### config.mk
export PLATFORM = sky130hd
export DESIGN_NAME = utf8_to_utf16_stream_decoder_unit
export DESIGN_NICKNAME = d
export VERILOG_FILES = /design/src/rtl/u2u_pkg.sv /design/src/rtl/u2u_in_reg.sv /design/src/rtl/u2u_core.sv /design/src/rtl/u2u_out_reg.sv /design/src/rtl/utf8_to_utf16_stream_decoder_unit.sv
export SDC_FILE = /design/constraint.sdc
export NUM_CORES = 1
export LEC_CHECK = 0
export BUFFER_PORTS_ARGS = -buffer_cell sky130_fd_sc_hd__buf_4
export CELL_PAD_IN_SITES_DETAIL_PLACEMENT = 0
export CELL_PAD_IN_SITES_GLOBAL_PLACEMENT = 1
export CORE_ASPECT_RATIO = 0.8
export CORE_UTILIZATION = 25
export DETAILED_ROUTE_END_ITERATION = 7
export PLACE_DENSITY = 0.46
export SETUP_SLACK_MARGIN = 0.4
export SYNTH_ARGS = -nofsm -noshare
export SYNTH_HDL_FRONTEND = slang
export SYNTH_SLANG_ARGS = --single-unit
### constraint.sdc
create_clock -name clk -period 5.8 [get_ports clk]
set_input_delay 1.16 -clock clk [delete_from_list [all_inputs] [get_ports clk]]
set_output_delay 1.16 -clock clk [all_outputs]
set_load 0.05 [all_outputs]
### src/rtl/u2u_pkg.sv
// Shared types and constants for the UTF-8 to UTF-16 stream decoder.
package u2u_pkg;

  localparam int unsigned ACC_W  = 21;
  localparam int unsigned LEFT_W = 2;
  localparam int unsigned LEN_W  = 3;
  localparam int unsigned UNIT_W = 16;
  localparam int unsigned ST_W   = 3;

  localparam logic [ST_W-1:0] ST_OK       = 3'd0;
  localparam logic [ST_W-1:0] ST_ASTRAL   = 3'd1;
  localparam logic [ST_W-1:0] ST_TOO_BIG  = 3'd2;
  localparam logic [ST_W-1:0] ST_BAD_LEAD = 3'd3;
  localparam logic [ST_W-1:0] ST_TRUNC    = 3'd4;

  localparam logic [ACC_W-1:0] BMP_TOP     = 21'h00FFFF;
  localparam logic [ACC_W-1:0] UNICODE_TOP = 21'h10FFFF;

  // One input request as held in the input register.
  typedef struct packed {
    logic [7:0] byte_in;
    logic       last_of_name;
  } in_item_t;

  // One result request.
  typedef struct packed {
    logic [UNIT_W-1:0] code_unit;
    logic [ST_W-1:0]   status;
    logic              end_of_name;
  } result_t;

  // Decoder state visible to the top level for checking.
  typedef struct packed {
    logic [LEFT_W-1:0] bytes_left;
    logic [LEN_W-1:0]  seq_length;
    logic              name_aborted;
  } core_state_t;

endpackage

### src/rtl/u2u_in_reg.sv
// Input register stage: holds one byte request until the decoder consumes it.
module u2u_in_reg (
  input  logic              clk,
  input  logic              rst_n,
  input  logic              in_valid,
  output logic              in_stall,
  input  u2u_pkg::in_item_t in_item,
  input  logic              step_ok,
  output logic              s1_valid,
  output u2u_pkg::in_item_t s1_item
);
  import u2u_pkg::*;

  logic     s1_valid_r;
  logic     s1_valid_nxt;
  in_item_t s1_item_r;
  logic     take;

  // Advance the held request whenever the decoder can step.
  assign in_stall = s1_valid_r & ~step_ok;
  assign take     = in_valid & ~in_stall;

  always_comb begin
    s1_valid_nxt = s1_valid_r;
    if (take) begin
      s1_valid_nxt = 1'b1;
    end else if (step_ok) begin
      s1_valid_nxt = 1'b0;
    end
  end

  always_ff @(posedge clk) begin
    if (!rst_n) begin
      s1_valid_r <= 1'b0;
    end else begin
      s1_valid_r <= s1_valid_nxt;
    end
  end

  always_ff @(posedge clk) begin
    if (take) begin
      s1_item_r <= in_item;
    end
  end

  assign s1_valid = s1_valid_r;
  assign s1_item  = s1_item_r;

endmodule

### src/rtl/u2u_core.sv
// Decode core: sequence state registers and the per-byte decode logic.
module u2u_core (
  input  logic                clk,
  input  logic                rst_n,
  input  logic                step,
  input  u2u_pkg::in_item_t   item,
  output logic                res_valid,
  output u2u_pkg::result_t    res,
  output u2u_pkg::core_state_t st
);
  import u2u_pkg::*;

  logic [ACC_W-1:0]  code_accum_r,   code_accum_nxt;
  logic [LEFT_W-1:0] bytes_left_r,   bytes_left_nxt;
  logic [LEN_W-1:0]  seq_length_r,   seq_length_nxt;
  logic              name_aborted_r, name_aborted_nxt;
  logic [ACC_W-1:0]  acc_shift;
  logic [LEFT_W-1:0] left_dec;
  logic [7:0]        b;
  logic              last;

  assign b         = item.byte_in;
  assign last      = item.last_of_name;
  assign acc_shift = {code_accum_r[ACC_W-7:0], b[5:0]};
  assign left_dec  = bytes_left_r - LEFT_W'(1);

  always_comb begin
    code_accum_nxt   = code_accum_r;
    bytes_left_nxt   = bytes_left_r;
    seq_length_nxt   = seq_length_r;
    name_aborted_nxt = name_aborted_r;
    res_valid        = 1'b0;
    res.code_unit    = '0;
    res.status       = ST_OK;
    res.end_of_name  = last;

    if (name_aborted_r) begin
      // Drop bytes until the end of the failed name.
      if (last) begin
        name_aborted_nxt = 1'b0;
        code_accum_nxt   = '0;
        bytes_left_nxt   = '0;
        seq_length_nxt   = '0;
      end
    end else if (bytes_left_r == '0) begin
      if (b[7] == 1'b0) begin
        code_accum_nxt = '0;
        seq_length_nxt = '0;
        res_valid      = 1'b1;
        res.code_unit  = {8'h00, b};
      end else if ((b & 8'hE0) == 8'hC0) begin
        code_accum_nxt = {16'h0, b[4:0]};
        seq_length_nxt = LEN_W'(2);
        bytes_left_nxt = LEFT_W'(1);
      end else if ((b & 8'hF0) == 8'hE0) begin
        code_accum_nxt = {17'h0, b[3:0]};
        seq_length_nxt = LEN_W'(3);
        bytes_left_nxt = LEFT_W'(2);
      end else if ((b & 8'hF8) == 8'hF0) begin
        code_accum_nxt = {18'h0, b[2:0]};
        seq_length_nxt = LEN_W'(4);
        bytes_left_nxt = LEFT_W'(3);
      end else begin
        res_valid  = 1'b1;
        res.status = ST_BAD_LEAD;
      end
      // A lead byte that also ends the name is a truncated sequence.
      if (b[7] == 1'b1 && (b & 8'hC0) == 8'hC0 && (b & 8'hF8) != 8'hF8 && last) begin
        res_valid  = 1'b1;
        res.status = ST_TRUNC;
      end
      if (res_valid && res.status != ST_OK) begin
        code_accum_nxt   = '0;
        bytes_left_nxt   = '0;
        seq_length_nxt   = '0;
        name_aborted_nxt = ~last;
      end
    end else begin
      code_accum_nxt = acc_shift;
      bytes_left_nxt = left_dec;
      if (left_dec != '0) begin
        if (last) begin
          res_valid  = 1'b1;
          res.status = ST_TRUNC;
        end
      end else begin
        res_valid = 1'b1;
        if (acc_shift <= BMP_TOP) begin
          res.code_unit = acc_shift[UNIT_W-1:0];
        end else if (acc_shift <= UNICODE_TOP) begin
          res.status = ST_ASTRAL;
        end else begin
          res.status = ST_TOO_BIG;
        end
      end
      if (res_valid) begin
        code_accum_nxt = '0;
        bytes_left_nxt = '0;
        seq_length_nxt = '0;
        if (res.status != ST_OK) begin
          name_aborted_nxt = ~last;
        end
      end
    end
  end

  always_ff @(posedge clk) begin
    if (!rst_n) begin
      code_accum_r   <= '0;
      bytes_left_r   <= '0;
      seq_length_r   <= '0;
      name_aborted_r <= 1'b0;
    end else if (step) begin
      code_accum_r   <= code_accum_nxt;
      bytes_left_r   <= bytes_left_nxt;
      seq_length_r   <= seq_length_nxt;
      name_aborted_r <= name_aborted_nxt;
    end
  end

  assign st.bytes_left   = bytes_left_r;
  assign st.seq_length   = seq_length_r;
  assign st.name_aborted = name_aborted_r;

endmodule

### src/rtl/u2u_out_reg.sv
// Result register: holds one result request until the receiver takes it.
module u2u_out_reg (
  input  logic             clk,
  input  logic             rst_n,
  input  logic             load,
  input  u2u_pkg::result_t res,
  input  logic             out_stall,
  output logic             out_valid,
  output u2u_pkg::result_t out_res,
  output logic             can_load
);
  import u2u_pkg::*;

  logic    out_valid_r;
  logic    out_valid_nxt;
  result_t out_res_r;

  assign can_load = ~out_valid_r | ~out_stall;

  always_comb begin
    out_valid_nxt = out_valid_r;
    if (load) begin
      out_valid_nxt = 1'b1;
    end else if (!out_stall) begin
      out_valid_nxt = 1'b0;
    end
  end

  always_ff @(posedge clk) begin
    if (!rst_n) begin
      out_valid_r <= 1'b0;
    end else begin
      out_valid_r <= out_valid_nxt;
    end
  end

  always_ff @(posedge clk) begin
    if (load) begin
      out_res_r <= res;
    end
  end

  assign out_valid = out_valid_r;
  assign out_res   = out_res_r;

endmodule

### src/rtl/utf8_to_utf16_stream_decoder_unit.sv
// Top level of the UTF-8 to UTF-16 stream decoder.
//
// Usage:
//   Input channel (in_valid / in_stall) carries one UTF-8 byte per request,
//   with in_last_of_name marking the final byte of a name.
//   Result channel (out_valid / out_stall) carries one UTF-16 code unit or
//   one error status per result request; out_end_of_name is set when the
//   result came from the name's last byte. Error results carry code unit 0.
//   Lead bytes and inner continuation bytes give no result unless they end
//   the name; then they give a truncation status.
// Path: a byte that gives a result waits in the input register, is decoded
//   and loaded into the result register, which shows it until taken.
// Throughput: one byte per cycle unless the result side stalls, set by the
//   single decode step between the input register and the result register.
// Reset (rst_n low, synchronous): both channels empty, sequence state
//   cleared, no name being dropped.
// Stall: while the result register holds a request and out_stall is high,
//   a byte that would give a result waits in the input register and
//   in_stall rises; bytes that give no result still pass.
module utf8_to_utf16_stream_decoder_unit (
  input  logic        clk,
  input  logic        rst_n,
  input  logic        in_valid,
  output logic        in_stall,
  input  logic [7:0]  in_byte_in,
  input  logic        in_last_of_name,
  output logic        out_valid,
  input  logic        out_stall,
  output logic [15:0] out_code_unit,
  output logic [2:0]  out_status,
  output logic        out_end_of_name
);
  import u2u_pkg::*;

  in_item_t    in_item;
  in_item_t    s1_item;
  logic        s1_valid;
  logic        step_ok;
  logic        step;
  logic        res_valid;
  result_t     res;
  result_t     out_res;
  core_state_t st;
  logic        can_load;

  assign in_item.byte_in      = in_byte_in;
  assign in_item.last_of_name = in_last_of_name;

  // Step the decoder unless its result would land on a stalled full register.
  assign step_ok = can_load | ~res_valid;
  assign step    = s1_valid & step_ok;

  u2u_in_reg u_in (
    .clk      (clk),
    .rst_n    (rst_n),
    .in_valid (in_valid),
    .in_stall (in_stall),
    .in_item  (in_item),
    .step_ok  (step_ok),
    .s1_valid (s1_valid),
    .s1_item  (s1_item)
  );

  u2u_core u_core (
    .clk       (clk),
    .rst_n     (rst_n),
    .step      (step),
    .item      (s1_item),
    .res_valid (res_valid),
    .res       (res),
    .st        (st)
  );

  u2u_out_reg u_out (
    .clk       (clk),
    .rst_n     (rst_n),
    .load      (step & res_valid),
    .res       (res),
    .out_stall (out_stall),
    .out_valid (out_valid),
    .out_res   (out_res),
    .can_load  (can_load)
  );

  assign out_code_unit   = out_res.code_unit;
  assign out_status      = out_res.status;
  assign out_end_of_name = out_res.end_of_name;

  // Idle sequence and zero continuation count go together.
  a_len_left: assert property (@(posedge clk) disable iff (!rst_n)
    (st.seq_length == '0) == (st.bytes_left == '0))
    else $error("sequence length and bytes left disagree");

  // While a name is dropped no sequence is in progress.
  a_abort_idle: assert property (@(posedge clk) disable iff (!rst_n)
    st.name_aborted |-> (st.bytes_left == '0))
    else $error("sequence open while dropping a name");

  // Error results carry a zero code unit.
  a_err_zero: assert property (@(posedge clk) disable iff (!rst_n)
    (out_valid && out_status != ST_OK) |-> (out_code_unit == '0))
    else $error("error result with nonzero code unit");

  // A result never overwrites one the receiver has not taken.
  a_no_overrun: assert property (@(posedge clk) disable iff (!rst_n)
    (out_valid && out_stall) |-> !(step && res_valid))
    else $error("result register overrun");

endmodule

==> metrics.md, run 1 <==
| Metric | Value |
|---|---|
| Period utilization | `57.5%` |
| Dpl ws | `2.84 ns` |
| Final core utilization | `32.0%` |
| TritonCTS clock tree | `built` |
| Nets | `235` |
| CTS Sinks | `49` |
| Vias in the first global route | `1,508` |
| Slew @ Worst Pin | `0.840 ns` |
| Routed len/inst | `14.7 um` |
| Final Max Slew Viols | `0` |
| H-tree depth | `2` |
| Synth Area per Inst | `11.3 um^2` |
| Largest net degree at the start of global routing | `21` |
| Wire length of the first global-routing pass | `7970 um` |
| Dpl cells | `321` |
| TritonRoute pass-1 iters | `4` |
| Postcts setup bufs | `0` |
| Via count | `1,497` |
| Status | `finished, final reports clean` |
| Ports | `35` |
| RePlAce Congestion | `0.824` |
| DIE HEIGHT | `83.8 um` |
| Pleak | `0.901 nW` |
| Post-synth EDFFs | `29` |
| Design area | `0.00256 mm^2` |
| Most frequent cells in the layout | `buf_4, edfxtp_1, a21oi_1` |
| Syn-to-layout area delta | `22.5%` |
| Initial Utilization | `26.1%` |
| DRT iter0 DRCs | `63` |
| Synthesized cell area | `0.00209 mm^2` |
| CTS clk-pin slew, worst paths | `0.09 ns` |
| FMAX | `0.300 GHz` |
| Final Hold Fails | `0` |
| WP data required | `4.64 ns` |
| Share of cells above drive strength 1 | `23.1%` |
| Die ar. | `0.00875 mm^2` |
| Core area | `0.00802 mm^2` |
| Maximum clock path buffer count | `2` |
| Share of the yosys chip area belonging to registers | `60.7%` |
| Via-to-Cell Ratio | `4.55` |
| Pwr/cell area | `291 mW/mm^2` |
| Syn Nets | `201` |
| Commonest non-fill, non-tap cell in the layout | `buf_4` |
| Post-CTS sizing | `0` |
| Slew margin rel. | `43.9%` |
| Clock buffer count from CTS | `5` |
| Initial antenna violation count | `0` |
| Tmin final | `3.33 ns` |
| Worst VDD drop | `0.100 mV` |
| Non-filler cells, final | `329` |
| Site row count | `29` |
| Ys flop type | `edfxtp_1` |
| Synth Instances | `186` |
| Port Buffers | `34` |
| Post-DP Area | `0.00245 mm^2` |
| Final HPWL DP | `3390 um` |
| Setup Total Neg Slack | `0 ns` |
| Data arrival time of the critical path | `2.17 ns` |
| Routed WL | `4850 um` |
| Post-CTS Hold Buffers | `0` |
| Final worst slack | `2.47 ns` |
| Largest fanout on the critical path | `15` |
| Synth warn | `0` |
| Distinct cell type count after synthesis | `40` |
| # DRC | `0` |
| Hold WC Path Type | `reg -> reg` |
| RSZ-0062 raised after global routing | `false` |
| Remaining Overflow, GRT | `0` |
| Post-synthesis register bit count | `49` |
| Setup crit start kind | `flop` |
| Final Skew | `0.0144 ns` |
| Crit. End Element | `output port` |
| Max cap viols | `0` |
| Detail Route Antenna Nets | `0` |
| ANT cells | `0` |
| Tot GR Track Use | `11.8%` |
| Die Wd | `104 um` |
| Asr flop ratio synth | `0%` |
| # setup viols final | `0` |
| Crit Path Class | `reg -> out` |
| Root Driver | `clkbuf_8` |
| Clk Latency, worst-skew pair | `0.31 ns` |
==> synthesized netlist by cell type, types with 2 or more instances <==
| master | n | area [um^2] |
|---|---|---|
| nand2b_1 | 2 | 12.5 |
| ha_1 | 2 | 25.0 |
| o21ai_0 | 2 | 10.0 |
| nor2_1 | 9 | 33.8 |
| nor2b_1 | 9 | 56.3 |
| buf_2 | 6 | 30.0 |
| nor4_1 | 2 | 12.5 |
| nand3_1 | 11 | 55.1 |
| a21oi_1 | 22 | 110 |
| a211oi_1 | 2 | 15.0 |
| a31oi_1 | 4 | 25.0 |
| dfxtp_1 | 20 | 400 |
| and2_1 | 13 | 81.3 |
| o211ai_1 | 2 | 15.0 |
| nand2_1 | 17 | 63.8 |
| a32o_1 | 4 | 40.0 |
| edfxtp_1 | 29 | 871 |
| inv_1 | 4 | 15.0 |
| nor3_1 | 5 | 25.0 |
==> flip-flops by register name, summed over array words and instances, names as in the netlist <==
signal / count
u_core.code_accum_r: 15
u_core.bytes_left_r: 2
u_in.s1_item: 9
u_in.s1_valid: 1
u_out.out_res: 20
u_out.out_valid: 1
u_core.name_aborted_r: 1
==> stage by stage <==
step,total power [mW],hold slack (ns)
after floorplan,0.472,0.427
after detailed placement,0.505,0.444
after global routing,0.776,0.488
after CTS,0.753,0.457
after global placement,0.504,0.444
final,0.747,0.455
==> worst max-delay path, stage by stage, from the launching register on <==
cell	delay (ns)
dfxtp_1	0.35
inv_1	0.07
ha_1	0.55
nand2b_4	0.13
a21oi_1	0.13
o21ai_0	0.16
nor2_1	0.23
buf_4	0.24
==> layer usage <==
metal  GRT usage (%)  share of wire (%)  routed length [um]  vias up
met3            3.75                4.4                 211       11
met2            17.0                 42                2060       35
met1            16.3                 50                2450      705
li1                -                  -                   -      746
met5               0                  0                   0        -
met4            4.81                2.7                 131        0
==> kinds of logic (layout without fill, tap and decap cells) <==
kind of cell / after synthesis / count (layout) / synth area share, %
and+or+nand+nor: 78 / 78 / 21.3
buffers and inverters: 14 / 49 / 3.23
adders and majority gates: 2 / 2 / 1.20
AOI/OAI and AO/OA: 43 / 43 / 13.5
DFF: 49 / 49 / 60.7
==> cell type report <==
class	instances	area, um^2
Sequential cell	49	1270
Clock buffer	6	72.6
Fill cell	838	5450
Inverter	5	18.8
Clock inverter	2	38.8
Tap cell	108	135
Multi-Input combinational cell	123	758
Timing Repair Buffer	36	270
==> final timing paths <==
path                          start                      to  slack, ns  cells past startpoint
max reg2reg  u_core.bytes_left_r[0]         u_in.s1_item[6]       3.16                      7
max          u_core.bytes_left_r[0]                in_stall       2.47                      7
min          u_core.code_accum_r[9]  u_core.code_accum_r[9]       0.46                      2
min reg2reg  u_core.code_accum_r[9]  u_core.code_accum_r[9]       0.46                      2
==> where the power goes <==
group	total, mW	internal (mW)	leakage, nW	switching, mW
Clock	0.250	0.130	0.0554	0.120
Combinational	0.102	0.0322	0.406	0.0696
Sequential	0.395	0.385	0.440	0.0101
Power figures use the tool's default switching activity.
==> inputs of run 2 (changes only) <==
clock period = 3.2 ns   (was 5.8 ns; I/O delays follow)
==> run 2 against run 1 <==
Effect of this change:
- global-route usage decreased by 0.19 points
- power rose by 70%
- via count up 2.0%
- utilization decreased by 0.078 points
- register-to-register slack worse by 2.1 ns
- final cell count is 0.61% higher
- clock skew decreased by 0.0066 ns
- clock-buffer cell count unchanged
- sequential share of layout area up 0.17 points
- largest cell class unchanged
==> metrics.md, run 2 (same netlist as run 1, synthesis figures left out) <==
| Metric | Value |
|---|---|
| Worst Path Buf+Inv | `1` |
| Worst reg2reg path depth | `5` |
| TritonRoute pass-1 iters | `5` |
| Fill cells | `807` |
| Die ar. | `0.00875 mm^2` |
| Power Total | `1.27 mW` |
| Hold WC Path Type | `reg -> reg` |
| Reg area | `0.00127 mm^2` |
| Final Hold Fails | `0` |
| Slowest CP cell | `edfxtp_1` |
| Final Max Slew Viols | `0` |
| Clk Latency, worst-skew pair | `0.30 ns` |
| Setup crit start kind | `flop` |
| Routed len/inst | `14.5 um` |
| Post-CTS Hold Buffers | `0` |
| Slew @ Worst Pin | `0.609 ns` |
| Final HPWL DP | `3420 um` |
| Status | `finished, final reports clean` |
| Remaining Overflow, GRT | `0` |
| Pleak | `0.900 nW` |
| Tot GR Track Use | `11.7%` |
| Setup Total Neg Slack | `0 ns` |
| Share of cells above drive strength 1 | `24.7%` |
| Crit path to | `in_stall` |
| Final core utilization | `31.9%` |
| Largest fanout on the critical path | `12` |
| # setup viols final | `0` |
| Ports | `35` |
| CTS clk-pin slew, worst paths | `0.09 ns` |
| Worst r2r src | `u_in.s1_item[0]` |
| Post-DP Area | `0.00247 mm^2` |
| Initial antenna violation count | `0` |
| Worst VDD drop | `0.161 mV` |
| R2r setup slk | `1.05 ns` |
| Commonest non-fill, non-tap cell in the layout | `buf_4` |
| ANT cells | `0` |
| Vias in the first global route | `1,478` |
| Data arrival time of the critical path | `1.98 ns` |
| Postcts setup bufs | `0` |
| FMAX | `0.381 GHz` |
| Final Skew | `0.00785 ns` |
| Max reg flops | `20` |
| DRT iter0 DRCs | `50` |
| Via-to-Cell Ratio | `4.61` |
| Detail Route Antenna Nets | `0` |
| CTS Sinks | `49` |
| Pwr/cell area | `497 mW/mm^2` |
| R2R Path End | `u_core.bytes_left_r[1]` |
| RSZ-0062 raised after global routing | `false` |
| Max cap viols | `0` |
| TritonCTS clock tree | `built` |
| Tmin final | `2.62 ns` |
| Critical Path Start | `u_in.s1_item[0]` |
| Wire length of the first global-routing pass | `7850 um` |
| Critical Path, Cell by Cell | `and3b_1 -> a21oi_1 -> o21ai_0 -> nor2_1 -> buf_4` |
| Root Driver | `clkbuf_8` |
| CP top delay family | `flip-flops` |
| Post-CTS sizing | `1` |
| Largest net degree at the start of global routing | `21` |
| Maximum clock path buffer count | `2` |
| Via count | `1,527` |
| Syn-to-layout area delta | `22.2%` |
| H-tree depth | `2` |
| WP data required | `2.56 ns` |
| CP Depth | `5` |
| Die Wd | `104 um` |
| Crit. End Element | `output port` |
| Routed WL | `4790 um` |
| Design area | `0.00256 mm^2` |
| Most frequent cells in the layout | `buf_4, edfxtp_1, a21oi_1` |
| Core area | `0.00802 mm^2` |
| DIE HEIGHT | `83.8 um` |
| RePlAce Congestion | `0.801` |
| Nets | `237` |
| Crit Path Class | `reg -> out` |
| Area occupied by multi-input gates | `761 um^2` |
| Slew margin rel. | `59.4%` |
| Period utilization | `81.9%` |
| Initial Utilization | `26.1%` |
| Port Buffers | `34` |
| Site row count | `29` |
| Clock buffer count from CTS | `5` |
| # DRC | `0` |
| CP max stage delay | `0.56 ns` |
## run 2: per-stage QoR
| step | worst slack (ns) | hold WS, ns | instances |
|---|---|---|---|
| 6_report | 0.578 | 0.453 | 331 |
| 5_1_grt | 0.426 | 0.483 | 331 |
| 3_3_place_gp | 0.808 | 0.445 | 323 |
| 4_1_cts | 0.474 | 0.456 | 331 |
| 2_1_floorplan | 0.605 | 0.427 | 186 |
| 3_5_place_dp | 0.750 | 0.442 | 323 |
## run 2: worst min-delay path by stage
stage | start | endpoint | slack [ns] | cells after the start
floorplan | u_core.code_accum_r[9] | u_core.code_accum_r[9] | 0.43 | 2
global placement | u_core.code_accum_r[9] | u_core.code_accum_r[9] | 0.44 | 2
detailed placement | u_core.code_accum_r[9] | u_core.code_accum_r[9] | 0.44 | 2
CTS | u_core.code_accum_r[9] | u_core.code_accum_r[9] | 0.46 | 2
global route | u_core.code_accum_r[9] | u_core.code_accum_r[9] | 0.48 | 2
finish | u_core.code_accum_r[9] | u_core.code_accum_r[9] | 0.45 | 2
## run 2: layer usage
layer | track usage, % | routed length [um] | vias up
li1 | - | - | 749
met1 | 16.3 | 2390 | 734
met2 | 17.4 | 2140 | 36
met3 | 2.81 | 190 | 8
met4 | 4.29 | 67 | 0
met5 | 0 | 0 | -
## run 2: area by class of cell
class	instances	share of cell area (%)
sequential	49	49.7
multi-input combinational	123	29.7
timing repair buffer	38	11.1
tap	108	5.28
clock buffer	6	2.84
inverter	5	0.733
clock inverter	2	0.538
## run 2: report_power, final
group | switching [mW] | leakage [nW] | total, mW | internal, mW
Combinational | 0.127 | 0.415 | 0.187 | 0.0606
Sequential | 0.0182 | 0.440 | 0.716 | 0.697
Clock | 0.212 | 0.0456 | 0.368 | 0.156
## run 2: worst register-to-register path, cell delays in order, from the launching register on
cell      delay (ns)
edfxtp_1        0.56
and3b_1         0.35
a211o_1         0.19
and3_1          0.56
a21oi_1         0.16
a311oi_2        0.25
